### config.mk
export PLATFORM = sky130hd
export DESIGN_NAME = cache_text_command_parser_top
export DESIGN_NICKNAME = d
export VERILOG_FILES = /design/src/design/ctp_pkg.sv /design/src/design/ctp_parse.sv /design/src/design/ctp_rec_fifo.sv /design/src/design/cache_text_command_parser_top.sv
export SDC_FILE = /design/constraint.sdc
export NUM_CORES = 2
export LEC_CHECK = 0
export BUFFER_PORTS_ARGS = -buffer_cell sky130_fd_sc_hd__buf_2
export CORE_UTILIZATION = 60
export DETAILED_ROUTE_END_ITERATION = 8
export PLACE_DENSITY = 0.78
export SYNTH_ARGS = -nofsm -noshare
export SYNTH_HDL_FRONTEND = slang
export SYNTH_SLANG_ARGS = --single-unit
### constraint.sdc
create_clock -name clk -period 10.2 [get_ports clk]
set_input_delay 3.06 -clock clk [delete_from_list [all_inputs] [get_ports clk]]
set_output_delay 3.06 -clock clk [all_outputs]
set_load 0.02 [all_outputs]
### src/design/ctp_pkg.sv
`timescale 1ns / 1ps
`default_nettype none

package ctp_pkg;

	localparam int LINE_BYTES = 1024;
	localparam int KEY_LIMIT  = 16;

	// position counts up to LINE_BYTES itself; a token start stays below it
	localparam int POS_W   = $clog2(LINE_BYTES + 1);
	localparam int START_W = $clog2(LINE_BYTES);

	// token count saturates once no further comparison can tell it apart
	localparam int TN_CAP = (KEY_LIMIT + 2 > 7) ? KEY_LIMIT + 2 : 7;
	localparam int TN_W   = $clog2(TN_CAP + 1);

	localparam int OFF_W      = 10;
	localparam int LEN_W      = 11;
	localparam int NAME_BYTES = 8;
	localparam int NLEN_W     = 4;

	localparam logic [7:0] SPACE_BYTE = 8'h20;
	localparam logic [7:0] DIGIT_LO   = 8'h30;
	localparam logic [7:0] DIGIT_HI   = 8'h39;

	// token names packed first character in the low byte
	localparam logic [63:0] NM_SET     = 64'h0000_0000_0074_6573;
	localparam logic [63:0] NM_ADD     = 64'h0000_0000_0064_6461;
	localparam logic [63:0] NM_REPLACE = 64'h0065_6361_6c70_6572;
	localparam logic [63:0] NM_APPEND  = 64'h0000_646e_6570_7061;
	localparam logic [63:0] NM_PREPEND = 64'h0064_6e65_7065_7270;
	localparam logic [63:0] NM_CAS     = 64'h0000_0000_0073_6163;
	localparam logic [63:0] NM_GET     = 64'h0000_0000_0074_6567;
	localparam logic [63:0] NM_GETS    = 64'h0000_0000_7374_6567;
	localparam logic [63:0] NM_DELETE  = 64'h0000_6574_656c_6564;
	localparam logic [63:0] NM_INCR    = 64'h0000_0000_7263_6e69;
	localparam logic [63:0] NM_DECR    = 64'h0000_0000_7263_6564;
	localparam logic [63:0] NM_TOUCH   = 64'h0000_0068_6375_6f74;
	localparam logic [63:0] NM_STATS   = 64'h0000_0073_7461_7473;
	localparam logic [63:0] NM_QUIT    = 64'h0000_0000_7469_7571;
	localparam logic [63:0] NM_NOREPLY = 64'h0079_6c70_6572_6f6e;

	typedef enum logic [1:0] {
		KIND_KEY   = 2'd0,
		KIND_FLAGS = 2'd1,
		KIND_FINAL = 2'd2
	} kind_e;

	typedef enum logic [3:0] {
		CMD_SET     = 4'd0,
		CMD_ADD     = 4'd1,
		CMD_REPLACE = 4'd2,
		CMD_APPEND  = 4'd3,
		CMD_PREPEND = 4'd4,
		CMD_CAS     = 4'd5,
		CMD_GET     = 4'd6,
		CMD_GETS    = 4'd7,
		CMD_DELETE  = 4'd8,
		CMD_INCR    = 4'd9,
		CMD_DECR    = 4'd10,
		CMD_TOUCH   = 4'd11,
		CMD_STATS   = 4'd12,
		CMD_QUIT    = 4'd13,
		CMD_UNKNOWN = 4'd14
	} cmd_e;

	typedef enum logic [2:0] {
		CLS_STORE  = 3'd0,
		CLS_GET    = 3'd1,
		CLS_DELETE = 3'd2,
		CLS_CHANGE = 3'd3,
		CLS_STATS  = 3'd4,
		CLS_QUIT   = 3'd5,
		CLS_ERROR  = 3'd6
	} cls_e;

	typedef enum logic [3:0] {
		ST_OK        = 4'd0,
		ST_NO_KEY    = 4'd1,
		ST_NO_FLAGS  = 4'd2,
		ST_NO_EXP    = 4'd3,
		ST_BAD_EXP   = 4'd4,
		ST_NO_LEN    = 4'd5,
		ST_BAD_LEN   = 4'd6,
		ST_NO_CAS    = 4'd7,
		ST_BAD_CAS   = 4'd8,
		ST_NO_VALUE  = 4'd9,
		ST_BAD_VALUE = 4'd10,
		ST_EXTRA     = 4'd11,
		ST_NO_KEYS   = 4'd12
	} st_e;

	typedef struct packed {
		kind_e              kind;
		cmd_e               word;
		cls_e               cls;
		st_e                status;
		logic [OFF_W-1:0]   offset;
		logic [LEN_W-1:0]   length;
		logic [31:0]        expiry;
		logic [31:0]        count;
		logic [63:0]        cas;
		logic [63:0]        change;
		logic               no_reply;
		logic               last;
	} rec_t;

	// which of the two record slots a byte fills
	typedef struct packed {
		logic a;
		logic b;
	} push_t;

	function automatic cls_e class_of(input cmd_e w);
		cls_e c;
		unique case (w)
			CMD_SET, CMD_ADD, CMD_REPLACE, CMD_APPEND, CMD_PREPEND, CMD_CAS: c = CLS_STORE;
			CMD_GET, CMD_GETS:                c = CLS_GET;
			CMD_DELETE:                       c = CLS_DELETE;
			CMD_INCR, CMD_DECR, CMD_TOUCH:    c = CLS_CHANGE;
			CMD_STATS:                        c = CLS_STATS;
			CMD_QUIT:                         c = CLS_QUIT;
			default:                          c = CLS_ERROR;
		endcase
		return c;
	endfunction

	function automatic cmd_e word_of(input logic [63:0] nbuf, input logic [NLEN_W-1:0] nlen);
		cmd_e w;
		w = CMD_UNKNOWN;
		if (nlen == 4'd3 && nbuf == NM_SET)     w = CMD_SET;
		if (nlen == 4'd3 && nbuf == NM_ADD)     w = CMD_ADD;
		if (nlen == 4'd7 && nbuf == NM_REPLACE) w = CMD_REPLACE;
		if (nlen == 4'd6 && nbuf == NM_APPEND)  w = CMD_APPEND;
		if (nlen == 4'd7 && nbuf == NM_PREPEND) w = CMD_PREPEND;
		if (nlen == 4'd3 && nbuf == NM_CAS)     w = CMD_CAS;
		if (nlen == 4'd3 && nbuf == NM_GET)     w = CMD_GET;
		if (nlen == 4'd4 && nbuf == NM_GETS)    w = CMD_GETS;
		if (nlen == 4'd6 && nbuf == NM_DELETE)  w = CMD_DELETE;
		if (nlen == 4'd4 && nbuf == NM_INCR)    w = CMD_INCR;
		if (nlen == 4'd4 && nbuf == NM_DECR)    w = CMD_DECR;
		if (nlen == 4'd5 && nbuf == NM_TOUCH)   w = CMD_TOUCH;
		if (nlen == 4'd5 && nbuf == NM_STATS)   w = CMD_STATS;
		if (nlen == 4'd4 && nbuf == NM_QUIT)    w = CMD_QUIT;
		return w;
	endfunction

endpackage

`default_nettype wire

### src/design/ctp_parse.sv
`timescale 1ns / 1ps
`default_nettype none

module ctp_parse (
	input  wire logic          clk,
	input  wire logic          arst_n,
	input  wire logic          step,
	input  wire logic [7:0]    data_byte_s1,
	input  wire logic          line_end_s1,
	output ctp_pkg::rec_t      rec_a,
	output ctp_pkg::rec_t      rec_b,
	output ctp_pkg::push_t     push
);
	import ctp_pkg::*;

	logic [POS_W-1:0]   pos_q, pos_d;
	logic [TN_W-1:0]    tnum_q, tnum_d;
	logic               intok_q, intok_d;
	logic [START_W-1:0] tstart_q, tstart_d;
	cmd_e               cmd_q, cmd_d;
	logic [63:0]        nbuf_q, nbuf_d;
	logic [NLEN_W-1:0]  nlen_q, nlen_d;
	logic [63:0]        acc_q, acc_d;
	logic               bad_q, bad_d;
	st_e                st_q, st_d;
	logic [31:0]        exp_q, exp_d;
	logic [31:0]        blen_q, blen_d;
	logic [63:0]        cas_q, cas_d;
	logic [63:0]        chg_q, chg_d;
	logic               nrep_q, nrep_d;

	logic               do_close;
	logic [POS_W-1:0]   close_at;
	logic [POS_W-1:0]   tlen;
	cls_e               tok_cls;
	logic [TN_W-1:0]    opt_at;
	logic               checked;
	logic [67:0]        acc_wide;
	logic [31:0]        acc_sat;
	st_e                st_fin;
	cmd_e               word_fin;

	always_comb begin
		pos_d    = pos_q;
		tnum_d   = tnum_q;
		intok_d  = intok_q;
		tstart_d = tstart_q;
		cmd_d    = cmd_q;
		nbuf_d   = nbuf_q;
		nlen_d   = nlen_q;
		acc_d    = acc_q;
		bad_d    = bad_q;
		st_d     = st_q;
		exp_d    = exp_q;
		blen_d   = blen_q;
		cas_d    = cas_q;
		chg_d    = chg_q;
		nrep_d   = nrep_q;
		do_close = 1'b0;
		close_at = pos_q;
		acc_wide = '0;

		// bytes past the line limit are dropped
		if (pos_q < POS_W'(LINE_BYTES)) begin
			if (data_byte_s1 != SPACE_BYTE) begin
				if (!intok_q) begin
					intok_d  = 1'b1;
					tstart_d = START_W'(pos_q);
					nbuf_d   = '0;
					nlen_d   = '0;
					acc_d    = '0;
					bad_d    = 1'b0;
				end
				if (nlen_d < NLEN_W'(NAME_BYTES)) begin
					for (int k = 0; k < NAME_BYTES; k++) begin
						if (nlen_d == NLEN_W'(k)) nbuf_d[8*k +: 8] = data_byte_s1;
					end
					nlen_d = nlen_d + NLEN_W'(1);
				end
				if (data_byte_s1 >= DIGIT_LO && data_byte_s1 <= DIGIT_HI) begin
					acc_wide = ({4'b0, acc_d} << 3) + ({4'b0, acc_d} << 1)
						+ 68'(data_byte_s1 - DIGIT_LO);
					acc_d = (acc_wide[67:64] != 4'd0) ? '1 : acc_wide[63:0];
				end else begin
					bad_d = 1'b1;
				end
			end else if (intok_q) begin
				do_close = 1'b1;
				close_at = pos_q;
				intok_d  = 1'b0;
			end
			pos_d = pos_q + POS_W'(1);
		end

		// a token still open at the last byte ends here
		if (line_end_s1 && intok_d) begin
			do_close = 1'b1;
			close_at = pos_d;
			intok_d  = 1'b0;
		end
	end

	always_comb begin
		tok_cls = class_of(cmd_q);
		checked = 1'b1;
		opt_at  = '0;
		unique case (tok_cls)
			CLS_STORE:  opt_at = (cmd_q == CMD_CAS) ? TN_W'(6) : TN_W'(5);
			CLS_CHANGE: opt_at = TN_W'(3);
			CLS_DELETE: opt_at = TN_W'(2);
			CLS_GET:    opt_at = TN_W'(KEY_LIMIT + 1);
			default:    checked = 1'b0;
		endcase
	end

	assign tlen    = close_at - POS_W'(tstart_d);
	assign acc_sat = (acc_d[63:32] != 32'd0) ? '1 : acc_d[31:0];

	// token close, then line close, on the pre-close values
	logic [TN_W-1:0] tnum_c;
	cmd_e            cmd_c;
	st_e             st_c;
	logic [31:0]     exp_c, blen_c;
	logic [63:0]     cas_c, chg_c;
	logic            nrep_c;
	logic            tok_rec;
	kind_e           tok_kind;

	always_comb begin
		tnum_c   = tnum_d;
		cmd_c    = cmd_d;
		st_c     = st_d;
		exp_c    = exp_d;
		blen_c   = blen_d;
		cas_c    = cas_d;
		chg_c    = chg_d;
		nrep_c   = nrep_d;
		tok_rec  = 1'b0;
		tok_kind = KIND_KEY;
		if (do_close) begin
			if (tnum_q < TN_W'(TN_CAP)) tnum_c = tnum_q + TN_W'(1);
			if (tnum_q == '0) begin
				cmd_c = word_of(nbuf_d, nlen_d);
			end else if (checked) begin
				if (tnum_q == TN_W'(1) || (tok_cls == CLS_GET && tnum_q <= TN_W'(KEY_LIMIT))) begin
					tok_rec = 1'b1;
				end else if (tnum_q == opt_at) begin
					if (st_q == ST_OK) begin
						if (nlen_d == 4'd7 && nbuf_d == NM_NOREPLY) nrep_c = 1'b1;
						else st_c = ST_EXTRA;
					end
				end else if (tok_cls == CLS_STORE) begin
					if (tnum_q == TN_W'(2)) begin
						tok_rec  = 1'b1;
						tok_kind = KIND_FLAGS;
					end else if (st_q == ST_OK && tnum_q == TN_W'(3)) begin
						if (bad_d) st_c = ST_BAD_EXP; else exp_c = acc_sat;
					end else if (st_q == ST_OK && tnum_q == TN_W'(4)) begin
						if (bad_d) st_c = ST_BAD_LEN; else blen_c = acc_sat;
					end else if (st_q == ST_OK && tnum_q == TN_W'(5)) begin
						if (bad_d) st_c = ST_BAD_CAS; else cas_c = acc_d;
					end
				end else if (tok_cls == CLS_CHANGE && st_q == ST_OK && tnum_q == TN_W'(2)) begin
					if (bad_d) st_c = ST_BAD_VALUE; else chg_c = acc_d;
				end
			end
		end
	end

	// missing-token checks for the final record
	always_comb begin
		st_fin   = st_c;
		word_fin = (tnum_c == '0) ? CMD_UNKNOWN : cmd_c;
		if (st_c == ST_OK && tnum_c != '0) begin
			unique case (class_of(cmd_c))
				CLS_STORE: begin
					if (tnum_c == TN_W'(1))      st_fin = ST_NO_KEY;
					else if (tnum_c == TN_W'(2)) st_fin = ST_NO_FLAGS;
					else if (tnum_c == TN_W'(3)) st_fin = ST_NO_EXP;
					else if (tnum_c == TN_W'(4)) st_fin = ST_NO_LEN;
					else if (tnum_c == TN_W'(5) && cmd_c == CMD_CAS) st_fin = ST_NO_CAS;
				end
				CLS_CHANGE: begin
					if (tnum_c == TN_W'(1))      st_fin = ST_NO_KEY;
					else if (tnum_c == TN_W'(2)) st_fin = ST_NO_VALUE;
				end
				CLS_GET: begin
					if (tnum_c == TN_W'(1)) st_fin = ST_NO_KEYS;
				end
				CLS_DELETE: begin
					if (tnum_c == TN_W'(1)) st_fin = ST_NO_KEY;
				end
				default: st_fin = st_c;
			endcase
		end
	end

	always_comb begin
		rec_a        = '0;
		rec_a.kind   = tok_kind;
		rec_a.word   = cmd_q;
		rec_a.cls    = tok_cls;
		rec_a.status = st_q;
		rec_a.offset = OFF_W'(tstart_d);
		rec_a.length = LEN_W'(tlen);

		rec_b          = '0;
		rec_b.kind     = KIND_FINAL;
		rec_b.word     = word_fin;
		rec_b.cls      = class_of(word_fin);
		rec_b.status   = st_fin;
		rec_b.expiry   = exp_c;
		rec_b.count    = blen_c;
		rec_b.cas      = cas_c;
		rec_b.change   = chg_c;
		rec_b.no_reply = nrep_c;
		rec_b.last     = 1'b1;

		push.a = tok_rec;
		push.b = line_end_s1;
	end

	always_ff @(posedge clk or negedge arst_n) begin
		if (!arst_n) begin
			pos_q    <= '0;
			tnum_q   <= '0;
			intok_q  <= 1'b0;
			tstart_q <= '0;
			cmd_q    <= CMD_SET;
			nbuf_q   <= '0;
			nlen_q   <= '0;
			acc_q    <= '0;
			bad_q    <= 1'b0;
			st_q     <= ST_OK;
			exp_q    <= '0;
			blen_q   <= '0;
			cas_q    <= '0;
			chg_q    <= '0;
			nrep_q   <= 1'b0;
		end else if (step) begin
			if (line_end_s1) begin
				// back to the reset picture for the next line
				pos_q    <= '0;
				tnum_q   <= '0;
				intok_q  <= 1'b0;
				tstart_q <= '0;
				cmd_q    <= CMD_SET;
				nbuf_q   <= '0;
				nlen_q   <= '0;
				acc_q    <= '0;
				bad_q    <= 1'b0;
				st_q     <= ST_OK;
				exp_q    <= '0;
				blen_q   <= '0;
				cas_q    <= '0;
				chg_q    <= '0;
				nrep_q   <= 1'b0;
			end else begin
				pos_q    <= pos_d;
				tnum_q   <= tnum_c;
				intok_q  <= intok_d;
				tstart_q <= tstart_d;
				cmd_q    <= cmd_c;
				nbuf_q   <= nbuf_d;
				nlen_q   <= nlen_d;
				acc_q    <= acc_d;
				bad_q    <= bad_d;
				st_q     <= st_c;
				exp_q    <= exp_c;
				blen_q   <= blen_c;
				cas_q    <= cas_c;
				chg_q    <= chg_c;
				nrep_q   <= nrep_c;
			end
		end
	end

`ifndef SYNTHESIS
	a_line_clears: assert property (@(posedge clk) disable iff (!arst_n)
		step && line_end_s1 |=> pos_q == '0 && tnum_q == '0 && !intok_q)
		else $error("line state not cleared after final byte");
	a_pos_limit: assert property (@(posedge clk) disable iff (!arst_n)
		pos_q <= POS_W'(LINE_BYTES))
		else $error("byte position ran past the line limit");
`endif

endmodule

`default_nettype wire

### src/design/ctp_rec_fifo.sv
`timescale 1ns / 1ps
`default_nettype none

module ctp_rec_fifo (
	input  wire logic           clk,
	input  wire logic           arst_n,
	input  ctp_pkg::push_t      push,
	input  ctp_pkg::rec_t       rec_a,
	input  ctp_pkg::rec_t       rec_b,
	input  wire logic           out_stall,
	output logic                out_valid,
	output ctp_pkg::rec_t       head,
	output logic [1:0]          room
);
	import ctp_pkg::*;

	rec_t       mem_q [2];
	logic       wr_q;
	logic       rd_q;
	logic [1:0] cnt_q;
	logic       pop;
	logic [1:0] n_push;
	rec_t       first;

	assign out_valid = (cnt_q != 2'd0);
	assign head      = mem_q[rd_q];
	assign pop       = out_valid && !out_stall;
	assign n_push    = {1'b0, push.a} + {1'b0, push.b};
	assign first     = push.a ? rec_a : rec_b;
	// a slot freed by this beat's pop counts as room
	assign room      = 2'd2 - cnt_q + {1'b0, pop};

	always_ff @(posedge clk) begin
		if (n_push != 2'd0) mem_q[wr_q] <= first;
		if (push.a && push.b) mem_q[~wr_q] <= rec_b;
	end

	always_ff @(posedge clk or negedge arst_n) begin
		if (!arst_n) begin
			wr_q  <= 1'b0;
			rd_q  <= 1'b0;
			cnt_q <= 2'd0;
		end else begin
			wr_q  <= wr_q ^ n_push[0];
			rd_q  <= rd_q ^ pop;
			cnt_q <= cnt_q + n_push - {1'b0, pop};
		end
	end

`ifndef SYNTHESIS
	a_cnt_range: assert property (@(posedge clk) disable iff (!arst_n)
		cnt_q != 2'd3)
		else $error("record queue count out of range");
	a_no_overflow: assert property (@(posedge clk) disable iff (!arst_n)
		cnt_q == 2'd2 && !pop |-> !push.a && !push.b)
		else $error("record pushed into a full queue");
`endif

endmodule

`default_nettype wire

### src/design/cache_text_command_parser_top.sv
// Parses one text cache command line, one byte per input beat, and emits a record for each
// key and flags token plus a final record that summarises the line on its last byte. A byte
// is registered on acceptance and parsed from that register straight into a two-entry
// record queue, which registers the records again before the output; one byte is taken every
// cycle while the output keeps up. The last byte of a line that also closes a key or flags
// token yields two records; the queue depth sets how far input runs ahead of a stalled
// output. All parse state returns to reset after each final record.
`timescale 1ns / 1ps
`default_nettype none

module cache_text_command_parser_top (
	input  wire logic        clk,
	input  wire logic        arst_n,
	input  wire logic        in_valid,
	output logic             in_stall,
	input  wire logic [7:0]  data_byte,
	input  wire logic        line_end,
	output logic             out_valid,
	input  wire logic        out_stall,
	output logic [1:0]       record_kind,
	output logic [3:0]       command_word,
	output logic [2:0]       command_class,
	output logic [3:0]       line_status,
	output logic [9:0]       token_offset,
	output logic [10:0]      token_length,
	output logic [31:0]      expiry_time,
	output logic [31:0]      byte_count,
	output logic [63:0]      cas_unique,
	output logic [63:0]      change_value,
	output logic             no_reply,
	output logic             last
);
	import ctp_pkg::*;

	logic       valid_s1;
	logic [7:0] data_byte_s1;
	logic       line_end_s1;
	logic       advance;
	logic       in_take;
	logic [1:0] need;
	logic [1:0] room;
	rec_t       rec_a, rec_b, head;
	push_t      push, push_g;

	ctp_parse u_parse (
		.clk          (clk),
		.arst_n       (arst_n),
		.step         (advance),
		.data_byte_s1 (data_byte_s1),
		.line_end_s1  (line_end_s1),
		.rec_a        (rec_a),
		.rec_b        (rec_b),
		.push         (push)
	);

	assign need    = {1'b0, push.a} + {1'b0, push.b};
	assign advance = valid_s1 && (need <= room);
	assign in_stall = valid_s1 && !advance;
	assign in_take  = in_valid && !in_stall;

	always_comb begin
		push_g.a = push.a && advance;
		push_g.b = push.b && advance;
	end

	ctp_rec_fifo u_fifo (
		.clk       (clk),
		.arst_n    (arst_n),
		.push      (push_g),
		.rec_a     (rec_a),
		.rec_b     (rec_b),
		.out_stall (out_stall),
		.out_valid (out_valid),
		.head      (head),
		.room      (room)
	);

	always_ff @(posedge clk or negedge arst_n) begin
		if (!arst_n) begin
			valid_s1 <= 1'b0;
		end else if (in_take) begin
			valid_s1 <= 1'b1;
		end else if (advance) begin
			valid_s1 <= 1'b0;
		end
	end

	always_ff @(posedge clk) begin
		if (in_take) begin
			data_byte_s1 <= data_byte;
			line_end_s1  <= line_end;
		end
	end

	assign record_kind   = head.kind;
	assign command_word  = head.word;
	assign command_class = head.cls;
	assign line_status   = head.status;
	assign token_offset  = head.offset;
	assign token_length  = head.length;
	assign expiry_time   = head.expiry;
	assign byte_count    = head.count;
	assign cas_unique    = head.cas;
	assign change_value  = head.change;
	assign no_reply      = head.no_reply;
	assign last          = head.last;

endmodule

`default_nettype wire

# Word-level counts from Yosys, hierarchy flattened
# Memories as Yosys holds them, arrays and structs flattened.
# Cells that the tools add are included.
# word_totals
reg_bits	375
latch_bits	0
ram_bits	456
mem_bits_ro	144
input_bits	13
out_inout_bits	230
wordCells	319
mem_count	4
# classes
addsub	13
n_mul	0
n_div	0
order_cmp	7
n_eq_ne	47
n_shift	0
n_mux	174
bitwise_logic	3
n_reduce_logical	50
# mem_list
name	words	width	rd	rd_ports_with_merged_regs	write_ports	line	source
u_fifo.mem_q	2	228	1	0	2	ctp_rec_fifo.sv:17	rec_t mem_q [2];
(name not given)	16	3	1	0	0	ctp_pkg.sv:116	unique case (w)
(name not given)	16	3	1	0	0	ctp_pkg.sv:116	
(name not given)	16	3	1	0	0	ctp_pkg.sv:116	
# op_table
operator	count
$mux W64	34
$mux W32	22
$eq A64 B23 Y1 const B	4
$eq A64 B31 Y1 const B	4
$mux W228	1
$mux W4	53
$eq A64 B55 Y1 const B	3
$eq A64 B39 Y1 const B	2
$eq A64 B47 Y1 const B	2
$add A67 B65 Y68	1
$add A68 B68 Y68	1
$mux W8	8
$eq A4 B3 Y1 const B	10
$mux W10	4
$mux W1	36
$mux W11	3
$logic_and A1 B1 Y1	32
$reduce_bool A32 Y1	1
$eq A5 B2 Y1 const B	4
$eq A5 B3 Y1 const B	4
$pmux W5 S4	1
$pmux W4 S4	1
$mux W5	3
$mux W2	7
other kinds (36)	53

# Depth between registers and ports, before layout
# logic_depth
word_depth	36
ltp_mapped	28

# Hierarchy
# From an unflattened synthesis, not the netlist that was laid out.
# hier_totals
cells_unflattened	4564
area_unflattened_um2	50802.5
# modules_own_cells
module	n_inst	cells_per_inst	area_each_um2	seq_area_each_um2
ctp_parse	1	3293	28124.5	9033.7
ctp_rec_fifo	1	1245	22265.1	13793.2
cache_text_command_parser_top	1	26	412.9	295.3

# Worst setup path before layout
# Ideal clock, no wire load.
# synth_path
path_type	input to register
start	input port out_stall
end	memory u_fifo.mem_q[1][100] (netlist bit) (enable)
setup_time_ns	0.590
t_arrival_ns	9.888
slack_ns	-0.279
cell_stages	11
n_path_buf	2
path_cell_list	nand2b_1 -> ha_1 -> xor2_1 -> ha_1 -> nor2b_1 -> o21ai_0 -> and2_1 -> clkbuf_1 -> and2_1 -> clkbuf_1 -> fa_1
# synth_rtl
element	line	source
from (decl)	cache_text_command_parser_top.sv:19	input wire logic out_stall,
to (decl)	ctp_rec_fifo.sv:17	

==> impl_metrics.ini <==
[power_and_ir_drop]
comb_power_share_pct = 48.9
cellInternalPower_mw = 8.791
ir_drop_uv = 310.3
p_switching_mw = 7.710
p_seq_share_pct = 30.7
p_leak_nw = 20.79
power_density_mw_per_mm2 = 314.4
power_frac_clock_pct = 20.4
swShare_pct = 46.73
totalPowerFinal_mw = 16.50

[finish]
layout_common_cells = nor2_1, nand2_1, o21ai_0
nNetsFinal = 5048
multi_input_area_sq_mm = 0.02313
drive_gt1_share_pct = 16.14
finalNonFillerCells = 5989
final_cell_area_sq_mm = 0.05249
layout_commonest_cell = nor2_1
diodes = 0
syn_to_final_growth_pct = 10.73
regArea_sq_mm = 0.02261
fill_cells = 5941

[detailed_routing]
drcViolationCount = 0
route.detailed.wl_per_inst_um = 24.89
routed-wl-met3_um = 13200
drt_wl_total_um = 149100
dr.pass1.iters = 6
wl_met2_um = 68640
wl_met1_um = 60590
drt_iter0_drc = 5024
dr.max_layer_used = met5
vias_per_cell = 6.714
vias = 40210
ant_nets = 0

[min_path]
min_path_cells = 2
holdPathEnd = u_fifo.mem_q[1][0]
hp-start = u_fifo.mem_q[1][0]
hp-class = reg -> reg

[clocking]
clk_path_buf_depth = 3
clock-root-buffer = clkbuf_16
insertion_delay_ps = 690
cts_buffers = 87
cts.sink_count = 829
post_cts_buffers = 0
clk_pin_slew_ps = 60
cts-htree-levels = 3
cts_tree = built
cts-resized-gates = 0
hold_buffers = 0

[worst_setup_path]
rr_startpoint = data_byte_s1[5]
critPathMaxFanout = 31
crit_required_ps = 10580
rrSetupSlack_ps = 1440
critPathLaunchType = flip-flop
reg2reg_to = u_fifo.mem_q[1][170]
critical_path_arrival_ps = 9140
criticalPathCategory = reg -> reg
crit_path_end_kind = flip-flop
worstRegToRegCells = 19

[floorplanning]
start_util_pct = 60.89
die_area_sq_mm = 0.08013
io_pins = 243
rows = 102
die_y_um = 283.1
coreArea_sq_mm = 0.07785
die_w_um = 283.1

[grt]
overflow = 0
antenna_found_initial = 2
grt_pass1_vias = 38120
grtUsageTotal_pct = 36.49
grt_pass1_wl_um = 228300
grt_start_max_net_pins = 152

[timing]
finClkSkew_ps = 73.93
final_max_slew_viol_count = 0
worst_pin_slew_ps = 1436
fin_crit_ps = 8761
period_share_pct = 85.89
rsz0062_at_grt = false
setup_viol = 0
fmax_mhz = 114.1
relSlewSlack_pct = 3.237
setup_tns_ps = 0
hold_viol = 0

[place]
io_buffers = 242
placed_area_sq_mm = 0.04942
place_inst = 5826
place.gp.congestion = 1.000
dp_hpwl_um = 100900

[synthesis]
synth_nets = 4993
synth_edf_count = 417
synth_seq_area_share_pct = 47.68
ys_warn_count = 0
syn_area_sq_mm = 0.04740
syn_inst = 4820
syn_avg_cell_area_sq_um = 9.835
ys_async_sr_fraction_pct = 44.15
synth-main-ff-cell = edfxtp_1
synthDistinctLibCells = 107
synth-seq-cells = 829

[status]
status = completed

[run]
maxCapViolCount = 0
-- cells in the mapped netlist, types with 56 or more instances --
| library cell | count | area share (%) |
|---|---|---|
| a21oi_1 | 297 | 3.1 |
| a22o_1 | 86 | 1.6 |
| a22oi_1 | 100 | 1.6 |
| a31oi_1 | 56 | 0.74 |
| and2_1 | 103 | 1.4 |
| clkbuf_1 | 312 | 2.5 |
| dfrtp_1 | 366 | 19 |
| edfxtp_1 | 417 | 26 |
| fa_1 | 66 | 2.8 |
| ha_1 | 94 | 2.5 |
| inv_1 | 99 | 0.78 |
| mux2_2 | 233 | 5.5 |
| mux2i_1 | 100 | 2.1 |
| nand2_1 | 461 | 3.7 |
| nand3_1 | 65 | 0.69 |
| nand4_1 | 58 | 0.77 |
| nor2_1 | 574 | 4.5 |
| nor3_1 | 93 | 0.98 |
| o21ai_0 | 433 | 4.6 |
-- routing by layer --
metal	global-route usage, %	vias up
met1	51.24	19790
met5	0	-
met3	5.556	371
met4	15.16	4
li1	-	17770
met2	56.83	2274
-- sequential cells by signal, indices dropped and copies added (netlist names), 2 cells and up --
signal / cells
u_parse.exp_d: 32
u_parse.pos_q: 11
u_parse.nlen_q: 4
u_parse.tnum_d: 5
u_parse.blen_d: 32
u_parse.chg_d: 64
u_fifo.cnt_q: 2
u_parse.tstart_q: 10
data_byte_s1: 8
u_parse.nbuf_q: 64
u_parse.acc_q: 64
u_parse.cmd_d: 4
u_parse.st_d: 4
u_parse.cas_d: 64
u_fifo.mem_q: 454
-- final cells by class --
class / instances / share of cell area (%)
repair buffers: 329 / 3.809
flip-flops and latches: 829 / 43.07
clock buffers: 117 / 4.670
multi-input cells: 3528 / 44.07
inverters: 100 / 0.7294
well taps: 1040 / 2.479
clock inverters: 46 / 1.178
-- how the worst max path moves through the flow --
stage	start	to	slack, ps	depth (start not counted)
after floorplan	out_stall	u_fifo.mem_q[0][100]	90	13
after global placement	out_stall	in_stall	1810	11
after detailed placement	out_stall	in_stall	1760	11
after CTS	out_stall	in_stall	1750	11
after global routing	data_byte_s1[5]	u_fifo.mem_q[0][145]	1210	21
final	data_byte_s1[5]	u_fifo.mem_q[1][170]	1440	19
-- through the flow --
stage | hold WS (ps) | util, % | setup WS (ps)
after floorplan | 418.3 | - | 87.28
after global placement | 427.7 | 63.48 | 1805
after detailed placement | 438.6 | 63.48 | 1762
after CTS | 447.6 | 67.43 | 1749
after global routing | 472.6 | 67.43 | 1215
final | 445.1 | 67.43 | 1439
-- cells by family (layout without fill, tap and decap cells) --
| group | after synthesis | after routing | share of synthesized area (%) |
|---|---|---|---|
| AND/OR/NAND/NOR | 1589 | 1589 | 15.73 |
| XOR/XNOR | 82 | 82 | 1.515 |
| multiplexers | 333 | 333 | 7.647 |
| flip-flops | 829 | 829 | 47.68 |
| adder cells (fa/ha/maj) | 160 | 160 | 5.268 |
| AO/OA/AOI/OAI | 1364 | 1364 | 18.36 |
| buffers and inverters | 463 | 592 | 3.809 |
-- power groups by stage --
stage          Combinational, mW  Sequential, mW  Clock (mW)
3_5_place_dp                7.88            5.09           0
5_1_grt                     8.51            5.13        3.51
6_report                    8.07            5.06        3.37
3_3_place_gp                7.82            5.04           0
4_1_cts                     7.92            5.04        3.38
2_1_floorplan               5.30            4.95           0
-- critical path: stages, from the launching register on --
cell and delay (ps):
edfxtp_1 570, ha_1 330, or3_1 620, inv_2 140, buf_4 470, fa_1 530
ha_1 490, nand4_1 280, nor4_2 690, nand2_1 310, a311oi_1 400, nor3_1 130
o21ai_0 180, o21ai_0 150, a2111oi_0 520, o2111ai_1 340, nor4_1 900, and4_1 920
buf_4 350, a211oi_1 100
No activity file was read; power rests on OpenSTA's default activity.
